## src/sv/febw_pkg.sv

```systemverilog
`timescale 1ns / 1ps

package febw_pkg;

    localparam int ADDR_W         = 32;
    localparam int CAP_W          = 23;
    localparam int GROUP_W        = 48;
    localparam int SIZE_W         = 32;
    localparam int COUNT_W        = 16;
    localparam int KIB_SHIFT      = 10;
    localparam int REGION_SLOTS   = 4;
    localparam int CFG_INDEX_W    = 3;

    localparam int NUM_REGION_GROUPS_DEF = 4;
    localparam int MAX_BLOCKS_DEF        = 64;

    localparam logic [CFG_INDEX_W-1:0] CFG_CAPACITY = 3'd0;
    localparam logic [CFG_INDEX_W-1:0] CFG_REGION_0 = 3'd1;
    localparam logic [CFG_INDEX_W-1:0] CFG_REGION_1 = 3'd2;
    localparam logic [CFG_INDEX_W-1:0] CFG_REGION_2 = 3'd3;
    localparam logic [CFG_INDEX_W-1:0] CFG_REGION_3 = 3'd4;

    localparam logic [2:0] STATUS_BLOCK     = 3'd0;
    localparam logic [2:0] STATUS_CAPACITY  = 3'd1;
    localparam logic [2:0] STATUS_ALIGN     = 3'd2;
    localparam logic [2:0] STATUS_TOO_LARGE = 3'd3;
    localparam logic [2:0] STATUS_NOTHING   = 3'd4;

    typedef struct packed {
        logic [ADDR_W-1:0] start_address;
        logic [ADDR_W-1:0] request_length;
    } febw_in_t;

    typedef struct packed {
        logic [2:0]        status;
        logic [ADDR_W-1:0] block_address;
        logic [ADDR_W-1:0] block_length;
        logic [ADDR_W-1:0] lower_aligned;
        logic              last;
    } febw_out_t;

    function automatic febw_out_t single_word(
        input logic [2:0]        status,
        input logic [ADDR_W-1:0] block_address,
        input logic [ADDR_W-1:0] lower_aligned
    );
        febw_out_t w;
        w               = '0;
        w.status        = status;
        w.block_address = block_address;
        w.lower_aligned = lower_aligned;
        w.last          = 1'b1;
        return w;
    endfunction

endpackage

```

## src/sv/flash_erase_block_walker.sv

```systemverilog
`timescale 1ns / 1ps
// Sequence: checks on the request, then a walk over the region groups to locate the start,
// with a 32-step divider and one multiply when the start falls inside a group, then a
// counting walk and an emitting walk, each taking one block or skipped group per step.
// The emitting walk waits while the output slot is full; one request is taken at a time,
// and in_ready stays low until the walker is back in idle.
// Reset clears the configuration registers to zero and returns the sequencer to idle.
module flash_erase_block_walker
    import febw_pkg::*;
#(
    parameter int NUM_REGION_GROUPS = NUM_REGION_GROUPS_DEF,
    parameter int MAX_BLOCKS        = MAX_BLOCKS_DEF
)
(
    input  logic                   clk,
    input  logic                   rst_n,

    input  logic                   cfg_wen,
    input  logic [CFG_INDEX_W-1:0] cfg_index,
    input  logic [GROUP_W-1:0]     cfg_wdata,

    input  logic                   in_valid,
    output logic                   in_ready,
    input  febw_in_t               in_data,

    output logic                   out_valid,
    input  logic                   out_ready,
    output febw_out_t              out_data
);

    localparam int GCW      = $clog2(NUM_REGION_GROUPS + 1);
    localparam int NW       = $clog2(MAX_BLOCKS + 1);
    localparam int DIV_CW   = $clog2(ADDR_W);
    localparam int WIDE_W   = ADDR_W + 1;
    localparam int SPAN_W   = GROUP_W + 1;

    typedef enum logic [3:0] {
        S_IDLE,
        S_CHECK,
        S_LOC,
        S_SPAN,
        S_DIV,
        S_ROUND,
        S_MUL,
        S_ADD,
        S_DECIDE,
        S_COUNT,
        S_EMIT
    } state_t;

    logic [CAP_W-1:0]   cap_reg;
    logic [GROUP_W-1:0] region_reg [REGION_SLOTS];

    state_t              state_reg,     state_next;
    logic [ADDR_W-1:0]   start_reg,     start_next;
    logic [WIDE_W-1:0]   end_reg,       end_next;
    logic [WIDE_W-1:0]   addr_reg,      addr_next;
    logic [SIZE_W-1:0]   lastsz_reg,    lastsz_next;
    logic [COUNT_W-1:0]  used_reg,      used_next;
    logic [GCW-1:0]      g_reg,         g_next;
    logic [NW-1:0]       n_reg,         n_next;
    logic [NW-1:0]       total_reg,     total_next;
    logic [GROUP_W-1:0]  prod_reg,      prod_next;
    logic [SIZE_W-1:0]   rem_reg,       rem_next;
    logic [ADDR_W-1:0]   quo_reg,       quo_next;
    logic [DIV_CW-1:0]   div_cnt_reg,   div_cnt_next;
    logic [GCW-1:0]      save_g_reg,    save_g_next;
    logic [COUNT_W-1:0]  save_used_reg, save_used_next;
    logic [WIDE_W-1:0]   save_addr_reg, save_addr_next;
    febw_out_t           out_reg,       out_next;
    logic                out_valid_reg, out_valid_next;

    logic [1:0]          g_idx;
    logic [SIZE_W-1:0]   grp_size;
    logic [COUNT_W-1:0]  grp_count;
    logic                g_done;
    logic                slot_free;
    logic                cap_fail;
    logic [SPAN_W-1:0]   span_end;
    logic [WIDE_W-1:0]   div_shift;
    logic                div_ge;
    logic [WIDE_W-1:0]   remaining;
    logic [WIDE_W-1:0]   addr_step;
    logic [WIDE_W-1:0]   start_wide;
    logic [COUNT_W-1:0]  mul_a;
    logic [GROUP_W-1:0]  mul_p;

    assign in_ready  = (state_reg == S_IDLE);
    assign out_valid = out_valid_reg;
    assign out_data  = out_reg;

    always_ff @(posedge clk or negedge rst_n)
    begin
        if (!rst_n)
        begin
            cap_reg <= '0;
            for (int i = 0; i < REGION_SLOTS; i++)
            begin
                region_reg[i] <= '0;
            end
        end
        else if (cfg_wen)
        begin
            unique case (cfg_index) inside
                CFG_CAPACITY:
                begin
                    cap_reg <= cfg_wdata[CAP_W-1:0];
                end
                CFG_REGION_0, CFG_REGION_1, CFG_REGION_2, CFG_REGION_3:
                begin
                    region_reg[2'(cfg_index - CFG_REGION_0)] <= cfg_wdata;
                end
                default:
                begin
                end
            endcase
        end
    end

    assign g_idx      = 2'(g_reg);
    assign grp_size   = region_reg[g_idx][SIZE_W-1:0];
    assign grp_count  = region_reg[g_idx][GROUP_W-1:SIZE_W];
    assign g_done     = (g_reg == GCW'(NUM_REGION_GROUPS));
    assign slot_free  = !out_valid_reg || out_ready;
    assign start_wide = {1'b0, start_reg};
    assign cap_fail   = (end_reg > {cap_reg, {KIB_SHIFT{1'b0}}})
                     || (end_reg > {1'b1, {ADDR_W{1'b0}}});
    assign span_end   = SPAN_W'(addr_reg) + SPAN_W'(prod_reg);
    assign div_shift  = {rem_reg, quo_reg[ADDR_W-1]};
    assign div_ge     = (div_shift >= {1'b0, grp_size});
    assign remaining  = end_reg - addr_reg;
    assign addr_step  = addr_reg + {1'b0, grp_size};
    assign mul_a      = (state_reg == S_MUL) ? used_reg : grp_count;
    assign mul_p      = mul_a * grp_size;

    always_comb
    begin
        state_next     = state_reg;
        start_next     = start_reg;
        end_next       = end_reg;
        addr_next      = addr_reg;
        lastsz_next    = lastsz_reg;
        used_next      = used_reg;
        g_next         = g_reg;
        n_next         = n_reg;
        total_next     = total_reg;
        prod_next      = prod_reg;
        rem_next       = rem_reg;
        quo_next       = quo_reg;
        div_cnt_next   = div_cnt_reg;
        save_g_next    = save_g_reg;
        save_used_next = save_used_reg;
        save_addr_next = save_addr_reg;
        out_next       = out_reg;
        out_valid_next = out_valid_reg && !out_ready;

        unique case (state_reg)
            S_IDLE:
            begin
                if (in_valid)
                begin
                    start_next = in_data.start_address;
                    end_next   = {1'b0, in_data.start_address}
                               + {1'b0, in_data.request_length};
                    state_next = S_CHECK;
                end
            end
            S_CHECK:
            begin
                if (cap_fail)
                begin
                    if (slot_free)
                    begin
                        out_next       = single_word(STATUS_CAPACITY, '0, '0);
                        out_valid_next = 1'b1;
                        state_next     = S_IDLE;
                    end
                end
                else
                begin
                    addr_next   = '0;
                    lastsz_next = '0;
                    used_next   = '0;
                    g_next      = '0;
                    state_next  = S_LOC;
                end
            end
            S_LOC:
            begin
                if (g_done || addr_reg >= start_wide)
                begin
                    state_next = S_DECIDE;
                end
                else if (grp_size == '0 || grp_count == '0)
                begin
                    g_next = g_reg + 1'b1;
                end
                else
                begin
                    prod_next  = mul_p;
                    state_next = S_SPAN;
                end
            end
            S_SPAN:
            begin
                if (span_end <= SPAN_W'(start_reg))
                begin
                    addr_next   = WIDE_W'(span_end);
                    lastsz_next = grp_size;
                    g_next      = g_reg + 1'b1;
                    state_next  = S_LOC;
                end
                else
                begin
                    rem_next     = '0;
                    quo_next     = start_reg - addr_reg[ADDR_W-1:0];
                    div_cnt_next = '0;
                    state_next   = S_DIV;
                end
            end
            S_DIV:
            begin
                rem_next     = div_ge ? SIZE_W'(div_shift - {1'b0, grp_size})
                                      : div_shift[SIZE_W-1:0];
                quo_next     = {quo_reg[ADDR_W-2:0], div_ge};
                div_cnt_next = div_cnt_reg + 1'b1;
                if (div_cnt_reg == DIV_CW'(ADDR_W - 1))
                begin
                    state_next = S_ROUND;
                end
            end
            S_ROUND:
            begin
                used_next  = quo_reg[COUNT_W-1:0] + COUNT_W'(rem_reg != '0);
                state_next = S_MUL;
            end
            S_MUL:
            begin
                prod_next  = mul_p;
                state_next = S_ADD;
            end
            S_ADD:
            begin
                addr_next   = addr_reg + prod_reg[WIDE_W-1:0];
                lastsz_next = grp_size;
                state_next  = S_DECIDE;
            end
            S_DECIDE:
            begin
                if (addr_reg < start_wide)
                begin
                    if (slot_free)
                    begin
                        out_next       = single_word(STATUS_CAPACITY, '0, '0);
                        out_valid_next = 1'b1;
                        state_next     = S_IDLE;
                    end
                end
                else if (addr_reg > start_wide)
                begin
                    if (slot_free)
                    begin
                        out_next       = single_word(STATUS_ALIGN, addr_reg[ADDR_W-1:0],
                                                     addr_reg[ADDR_W-1:0] - lastsz_reg);
                        out_valid_next = 1'b1;
                        state_next     = S_IDLE;
                    end
                end
                else if (end_reg == start_wide)
                begin
                    if (slot_free)
                    begin
                        out_next       = single_word(STATUS_NOTHING, start_reg, '0);
                        out_valid_next = 1'b1;
                        state_next     = S_IDLE;
                    end
                end
                else
                begin
                    save_g_next    = g_reg;
                    save_used_next = used_reg;
                    save_addr_next = addr_reg;
                    n_next         = '0;
                    state_next     = S_COUNT;
                end
            end
            S_COUNT:
            begin
                if (g_done || addr_reg >= end_reg)
                begin
                    if (n_reg == '0)
                    begin
                        if (slot_free)
                        begin
                            out_next       = single_word(STATUS_CAPACITY, '0, '0);
                            out_valid_next = 1'b1;
                            state_next     = S_IDLE;
                        end
                    end
                    else
                    begin
                        total_next = n_reg;
                        n_next     = '0;
                        g_next     = save_g_reg;
                        used_next  = save_used_reg;
                        addr_next  = save_addr_reg;
                        state_next = S_EMIT;
                    end
                end
                else if (grp_size == '0 || used_reg >= grp_count)
                begin
                    g_next    = g_reg + 1'b1;
                    used_next = '0;
                end
                else if (n_reg == NW'(MAX_BLOCKS))
                begin
                    if (slot_free)
                    begin
                        out_next       = single_word(STATUS_TOO_LARGE, '0, '0);
                        out_valid_next = 1'b1;
                        state_next     = S_IDLE;
                    end
                end
                else
                begin
                    addr_next = addr_step;
                    used_next = used_reg + 1'b1;
                    n_next    = n_reg + 1'b1;
                end
            end
            S_EMIT:
            begin
                if (g_done || addr_reg >= end_reg)
                begin
                    state_next = S_IDLE;
                end
                else if (grp_size == '0 || used_reg >= grp_count)
                begin
                    g_next    = g_reg + 1'b1;
                    used_next = '0;
                end
                else if (slot_free)
                begin
                    out_next.status        = STATUS_BLOCK;
                    out_next.block_address = addr_reg[ADDR_W-1:0];
                    out_next.block_length  = (remaining < {1'b0, grp_size})
                                           ? remaining[ADDR_W-1:0] : grp_size;
                    out_next.lower_aligned = '0;
                    out_next.last          = (n_reg + 1'b1 == total_reg);
                    out_valid_next         = 1'b1;
                    addr_next              = addr_step;
                    used_next              = used_reg + 1'b1;
                    n_next                 = n_reg + 1'b1;
                    if (n_reg + 1'b1 == total_reg)
                    begin
                        state_next = S_IDLE;
                    end
                end
            end
            default:
            begin
                state_next = S_IDLE;
            end
        endcase
    end

    always_ff @(posedge clk or negedge rst_n)
    begin
        if (!rst_n)
        begin
            state_reg     <= S_IDLE;
            out_valid_reg <= 1'b0;
            g_reg         <= '0;
            n_reg         <= '0;
            total_reg     <= '0;
            div_cnt_reg   <= '0;
        end
        else
        begin
            state_reg     <= state_next;
            out_valid_reg <= out_valid_next;
            g_reg         <= g_next;
            n_reg         <= n_next;
            total_reg     <= total_next;
            div_cnt_reg   <= div_cnt_next;
        end
    end

    always_ff @(posedge clk)
    begin
        start_reg     <= start_next;
        end_reg       <= end_next;
        addr_reg      <= addr_next;
        lastsz_reg    <= lastsz_next;
        used_reg      <= used_next;
        prod_reg      <= prod_next;
        rem_reg       <= rem_next;
        quo_reg       <= quo_next;
        save_g_reg    <= save_g_next;
        save_used_reg <= save_used_next;
        save_addr_reg <= save_addr_next;
        out_reg       <= out_next;
    end

    ast_error_is_last: assert property (@(posedge clk) disable iff (!rst_n)
        out_valid && out_data.status != STATUS_BLOCK |-> out_data.last)
        else $error("error word without last");

    ast_busy_after_accept: assert property (@(posedge clk) disable iff (!rst_n)
        in_valid && in_ready |=> !in_ready)
        else $error("request taken while walker still busy");

    ast_emit_bound: assert property (@(posedge clk) disable iff (!rst_n)
        state_reg == S_EMIT |-> n_reg < total_reg && total_reg != '0)
        else $error("emit index ran past block total");

    ast_align_distinct: assert property (@(posedge clk) disable iff (!rst_n)
        out_valid && out_data.status == STATUS_ALIGN
            |-> out_data.block_address != out_data.lower_aligned)
        else $error("alignment bounds coincide");

endmodule

```

## config.mk

```make
export PLATFORM = sky130hd
export DESIGN_NAME = flash_erase_block_walker
export DESIGN_NICKNAME = d
export VERILOG_FILES = /design/src/sv/febw_pkg.sv /design/src/sv/flash_erase_block_walker.sv
export SDC_FILE = /design/constraint.sdc
export NUM_CORES = 2
export LEC_CHECK = 0
export BUFFER_PORTS_ARGS = -buffer_cell sky130_fd_sc_hd__buf_2
export CAP_MARGIN = 25
export CORE_MARGIN = 3
export CORE_UTILIZATION = 35
export DETAILED_ROUTE_END_ITERATION = 16
export GPL_ROUTABILITY_DRIVEN = 0
export HOLD_SLACK_MARGIN = 0.06
export PLACE_DENSITY = 0.5
export SLEW_MARGIN = 40
export SYNTH_ARGS = -nofsm -noshare
export SYNTH_HDL_FRONTEND = slang
export SYNTH_SLANG_ARGS = --single-unit
```

## constraint.sdc

```tcl
create_clock -name clk -period 16.5 [get_ports clk]
set_clock_uncertainty 0.1 [all_clocks]
set_input_delay 0 -clock clk [delete_from_list [all_inputs] [get_ports clk]]
set_output_delay 0 -clock clk [all_outputs]
set_load 0.005 [all_outputs]
```

### Word-level counts from Yosys, hierarchy flattened

Cells that the tools add are included.

* register bits: 652
* latch bits: 0
* memory bits (writable): 0
* memory bits (read-only): 0
* bits of input ports: 120
* output and inout bits: 102
* logic and storage cells: 256
* memories kept: 0

* $add $sub $neg: 14
* multiply operators: 1
* divide/modulo/power cells: 0
* $lt $le $gt $ge: 13
* equality and inequality tests: 49
* shift-type cells: 0
* mux-type cells: 107
* bitwise operators: 6
* reductions and logical operators: 39

Operator list (number)
* 100-bit 2-to-1 mux: 15
* 100-bit one-hot mux with 4 select lines: 1
* 33-bit 2-to-1 mux: 9
* 48-bit 2-to-1 mux: 5
* 192-bit bitwise mux: 1
* 32-bit 2-to-1 mux: 6
* 33-bit one-hot mux with 5 select lines: 1
* 16-bit 2-to-1 mux: 9
* 32-bit one-hot mux with 2 select lines: 2
* 48-bit binary-select mux with 2-bit select: 1
* 48-bit demux with 2-bit select: 1
* 32-bit one-hot mux with 3 select lines: 1
* 48-bit one-hot mux with 2 select lines: 1
* 32-bit subtractor: 3
* 7-bit 2-to-1 mux: 10
* 4-bit 2-to-1 mux: 17
* 33-bit by 32-bit >= comparator with 1-bit output: 2
* 33-bit by 32-bit < comparator with 1-bit output: 2
* 16-bit one-hot mux with 4 select lines: 1
* 33-bit by 48-bit adder with 49-bit output: 1
* 49-bit by 32-bit less-or-equal comparator with 1-bit output: 1
* 16-bit by 32-bit multiplier with 48-bit output: 1
* 4-bit one-hot mux with 11 select lines: 1
* 32-bit by 32-bit adder with 33-bit output: 1
* other kinds (62): 136

### Depth between registers and ports, before layout

* depth in word-level cells: 10
* mapped depth: 35
* mapped depth without buffers: 30

### Worst setup path after synthesis

OpenSTA, ideal clock, no wires.

* path type: flip-flop to flip-flop
* start point: register g_reg[1]
* end point: register out_reg, in the netlist out_data[0] (enable)
* setup time: 804 ps
* data arrival time: 13294 ps
* required time: 15596 ps
* path slack: 2302 ps
* cell stages (with the launch flop): 17
* path buffers: 4
* period minus slack after synthesis: 14198 ps
* path through: dfrtp_1 buf_2 buf_1 buf_2 buf_1 mux4_2 ha_1 nand2b_1 a21o_1 a21o_1 a21oi_1 nor2b_1 o21ai_0 a2111oi_0 nor3_1 nor2_1 nor4_1

* word-level cells in the longest chain between the ends: 8
* elaborated cells between the ends (all ways): 16
* those cells by class: order compare: 1; eq/ne: 7; mux: 3; bitwise: 1; reduce/logical: 4

RTL lines
* start, declared: line flash_erase_block_walker.sv:60 `logic [GCW-1:0] g_reg, g_next;`
* start signal, assigned: line flash_erase_block_walker.sv:382 `g_reg <= g_next;`
* 2-bit inverter with 3-bit output (implied by the code): line flash_erase_block_walker.sv:121, flash_erase_block_walker.sv:122
* 48-bit binary-select mux with 2-bit select: line flash_erase_block_walker.sv:121, flash_erase_block_walker.sv:122
* 48-bit 2-to-1 mux (implied by the code) (2 in series): line flash_erase_block_walker.sv:122 `assign grp_count = region_reg[g_idx][GROUP_W-1:SIZE_W];`
* 16-bit >= comparator or 32-bit logical NOT (tied branches): line flash_erase_block_walker.sv:310, flash_erase_block_walker.sv:337
* 1-bit logical OR: line flash_erase_block_walker.sv:310, flash_erase_block_walker.sv:337
* 3-bit != test (no line) or 2-bit != test (tied branches)
* 12-bit AND reduction (no line) *
* end signal, assigned: line flash_erase_block_walker.sv:402 `out_reg <= out_next;`
* end, declared: line flash_erase_block_walker.sv:70 `febw_out_t out_reg, out_next;`

Mark *: on every way between the ends. The rest lies on a longest branch, timed or not. The select of a mux whose other input is x is not followed.
A chain may end at the register's enable or synchronous reset.

### Final worst setup path

* start point: register g_reg[1]
* end point: register prod_reg[47], data pin

* word-level cells in the longest chain between the ends: 9

RTL lines
* 2-bit inverter with 3-bit output (implied by the code) *: line flash_erase_block_walker.sv:121, flash_erase_block_walker.sv:122
* 48-bit binary-select mux with 2-bit select *: line flash_erase_block_walker.sv:121, flash_erase_block_walker.sv:122
* 48-bit 2-to-1 mux (implied by the code) * (2 in series): line flash_erase_block_walker.sv:122
* 16-bit 2-to-1 mux: line flash_erase_block_walker.sv:133 `assign mul_a = (state_reg == S_MUL) ? used_reg : grp_count;`
* 16-bit by 32-bit multiplier with 48-bit output *: line flash_erase_block_walker.sv:134 `assign mul_p = mul_a * grp_size;`
* net mul_p[47]: line flash_erase_block_walker.sv:86 `logic [GROUP_W-1:0] mul_p;`
* 48-bit 2-to-1 mux: line flash_erase_block_walker.sv:194 `else if (grp_size == '0 || grp_count == '0)`
* 48-bit 2-to-1 mux: line flash_erase_block_walker.sv:190 `if (g_done || addr_reg >= start_wide)`
* 48-bit one-hot mux with 2 select lines *: line flash_erase_block_walker.sv:157 `unique case (state_reg)`
* end signal, assigned: line flash_erase_block_walker.sv:396 `prod_reg <= prod_next;`
* end, declared: line flash_erase_block_walker.sv:63 `logic [GROUP_W-1:0] prod_reg, prod_next;`

The timed path passes the listed nets; every way through them passes the cells marked *. The select of a mux whose other input is x is not followed.

==> reports/qor.yml <==
hold_violations: 0
cts_tree: "done"
grt_pass1_vias: 46893
syn-cell-area_sq_um: 57900
cts_buffers: 79
antenna_left: 0
yosysSeqAreaShare: 0.317
grt.total_usage: 0.252
grt_overflow: 0
start_util: 0.354
max-slew-margin-rel: 0.377
finalMaxSlewViolations: 0
cp_common_cell: "fa_1"
drive_gt1_frac: 0.128
r2r_slack_ns: 6.66
syn_to_final_growth_pct: 15.9
ctsResizeCount: 0
setup-tns-final_ns: 0
fp.dieH_um: 413
maxCapViolations: 0
ctsRootBufferMaster: "clkbuf_16"
cts_setup_buffers: 0
crit_start: "g_reg[1]"
core_area_sq_um: 164000
dp_hpwl_um: 159000
die_w_um: 413
syn_area_per_cell_sq_um: 9.80
required_ns: 16.83
num_vias: 47242
fin_crit_sh: 0.596
fmax_ghz: 0.102
status: "complete, no violations"
clk_latency_ns: 0.70
cp-end-kind: "register"
min_path_type: "in -> reg"
cp_slowest_cell: "dfrtp_4"
yosysUniqueCellTypes: 88
synth_warnings: 0
port-buffer-count: 221
hold-worst-slack_ns: 0.0953
critical_path_peak_fanout: 40
largest_reg_flops: 192
reg2regPathDepth: 28
drt-wirelength-per-cell_um: 25.1
hold_path.startpoint: "cfg_wdata[47]"
dr.pass1.iters: 8
nNetsFinal: 7356
die_area_sq_um: 170000
grt_antenna_before_repair: 17
clk_pin_slew_ns: 0.06
crit_arrival_ns: 10.17
drt_iter0_drc: 4929
syn-num-nets: 6937
grt_setup_unrepaired: "no"
crit_path_start_kind: "register"
period_needed_ns: 9.84
setup-violations-final: 0
wl_um: 215000
vias_per_cell: 5.51
drc: 0
syn_inst: 5905
ios: 222
synth_flop_cell: "edfxtp_1"
h-tree-depth: 3
max_slew.worst_pin.slew_ns: 0.935
ctsLongestPathBuffers: 3
worstHoldPathCells: 3
synth_seq_cells: 652
cts.sinks: 652
grt_pass1_wl_um: 316000
core.rowCount: 148
slowest_delay_ns: 0.85
synth_edf_count: 410
path_class: "reg -> reg"
r2r_start: "g_reg[1]"
async_flop_share: 0.371
grt_max_degree: 75
-- routing by layer --
layer	vias up	part of all wire	GRT usage
met5	-	0.00026	0
met4	8	0.050	0.107
met3	386	0.092	0.0557
met2	1933	0.43	0.379
met1	23615	0.43	0.347
li1	21300	-	-
-- cells in the mapped netlist (128+ instances only) --
master | n | area [sq um]
inv_1 | 701 | 2630
nand2_1 | 582 | 2180
a21oi_1 | 308 | 1540
mux2_2 | 221 | 2490
edfxtp_1 | 410 | 12300
o21ai_0 | 287 | 1440
xnor2_1 | 177 | 1550
dfrtp_1 | 242 | 6060
nor2_1 | 452 | 1700
a21o_1 | 193 | 1450
ha_1 | 487 | 6090
fa_1 | 425 | 8510
clkbuf_1 | 166 | 623
xor2_1 | 128 | 1120
-- critical path, delay by kind of cell, from the launching register on --
| family | cells | cell delay (ns) |
|---|---|---|
| AND/OR/NAND/NOR | 4 | 0.59 |
| flip-flops | 1 | 0.85 |
| AO/OA/AOI/OAI | 9 | 2.08 |
| adder cells (fa/ha/maj) | 7 | 3.39 |
| buffers and inverters | 6 | 1.96 |
| XOR/XNOR | 1 | 0.09 |
| multiplexers | 1 | 0.40 |
-- cells by family after synthesis --
| family | synth area share |
|---|---|
| simple gates | 0.117 |
| compound gates | 0.137 |
| buf+inv | 0.0608 |
| fa+ha+maj | 0.252 |
| flops | 0.317 |
| mux | 0.0687 |
| xor+xnor | 0.0462 |
-- area by class of cell --
cell class,count,area (sq um)
sequential,652,18400
fill,16048,96400
inverter,705,2650
antenna,7,17.5
multi-input combinational,4329,36300
clock buffer,97,2190
clock inverter,51,520
timing repair buffer,557,4300
tap,2175,2720
-- worst paths after layout --
path                                   end
max                           prod_reg[47]
min                        region_reg[143]
max reg2reg                   prod_reg[47]
min reg2reg                   total_reg[1]
max in group asynchronous    region_reg[6]
min in group asynchronous     total_reg[1]
-- through the flow --
stage           util  setup slack [ns]  area [sq um]  cells
2_1_floorplan      -              2.30         57900   5905
3_3_place_gp   0.378              6.90         61900   8188
3_5_place_dp   0.380              6.78         62100   8194
4_1_cts        0.410              6.76         67000   8566
5_1_grt        0.410              6.21         67100   8568
6_report       0.410              6.66         67100   8573
-- cells in the final DEF (no fill, tap or decap), types with 24 or more instances in the layout --
| master | count |
|---|---|
| o21bai_1 | 30 |
| mux2_2 | 221 |
| o22ai_1 | 67 |
| and2_1 | 34 |
| a22o_1 | 37 |
| dfrtp_1 | 240 |
| nor4_1 | 40 |
| o211ai_1 | 24 |
| dlygate4sd3_1 | 223 |
| nor2_1 | 444 |
| a21o_1 | 193 |
| nand2b_1 | 41 |
| a21oi_1 | 303 |
| buf_2 | 220 |
| nand2_1 | 581 |
| and3_1 | 32 |
| nand4_1 | 60 |
| nand3_1 | 68 |
| a31oi_1 | 31 |
| inv_1 | 694 |
| edfxtp_1 | 410 |
| o21ai_1 | 24 |
| o21a_1 | 38 |
| a22oi_1 | 49 |
| clkbuf_16 | 83 |
| xnor2_1 | 177 |
| nor3_1 | 83 |
| buf_4 | 98 |
| o21ai_0 | 276 |
| ha_1 | 487 |
| a211oi_1 | 31 |
| xor2_1 | 128 |
| nor2b_1 | 56 |
| mux2i_1 | 89 |
| fa_1 | 425 |
-- repair_timing --
action                                 in CTS  in global routing
setup endpoints to repair                   0                  0
hold buffers                              224                  0
endpoints found under the hold margin     501                  0
Power is left out: the tool's default activity adds up to more than one toggle a clock period on the data nets, which glitch-free logic cannot reach.
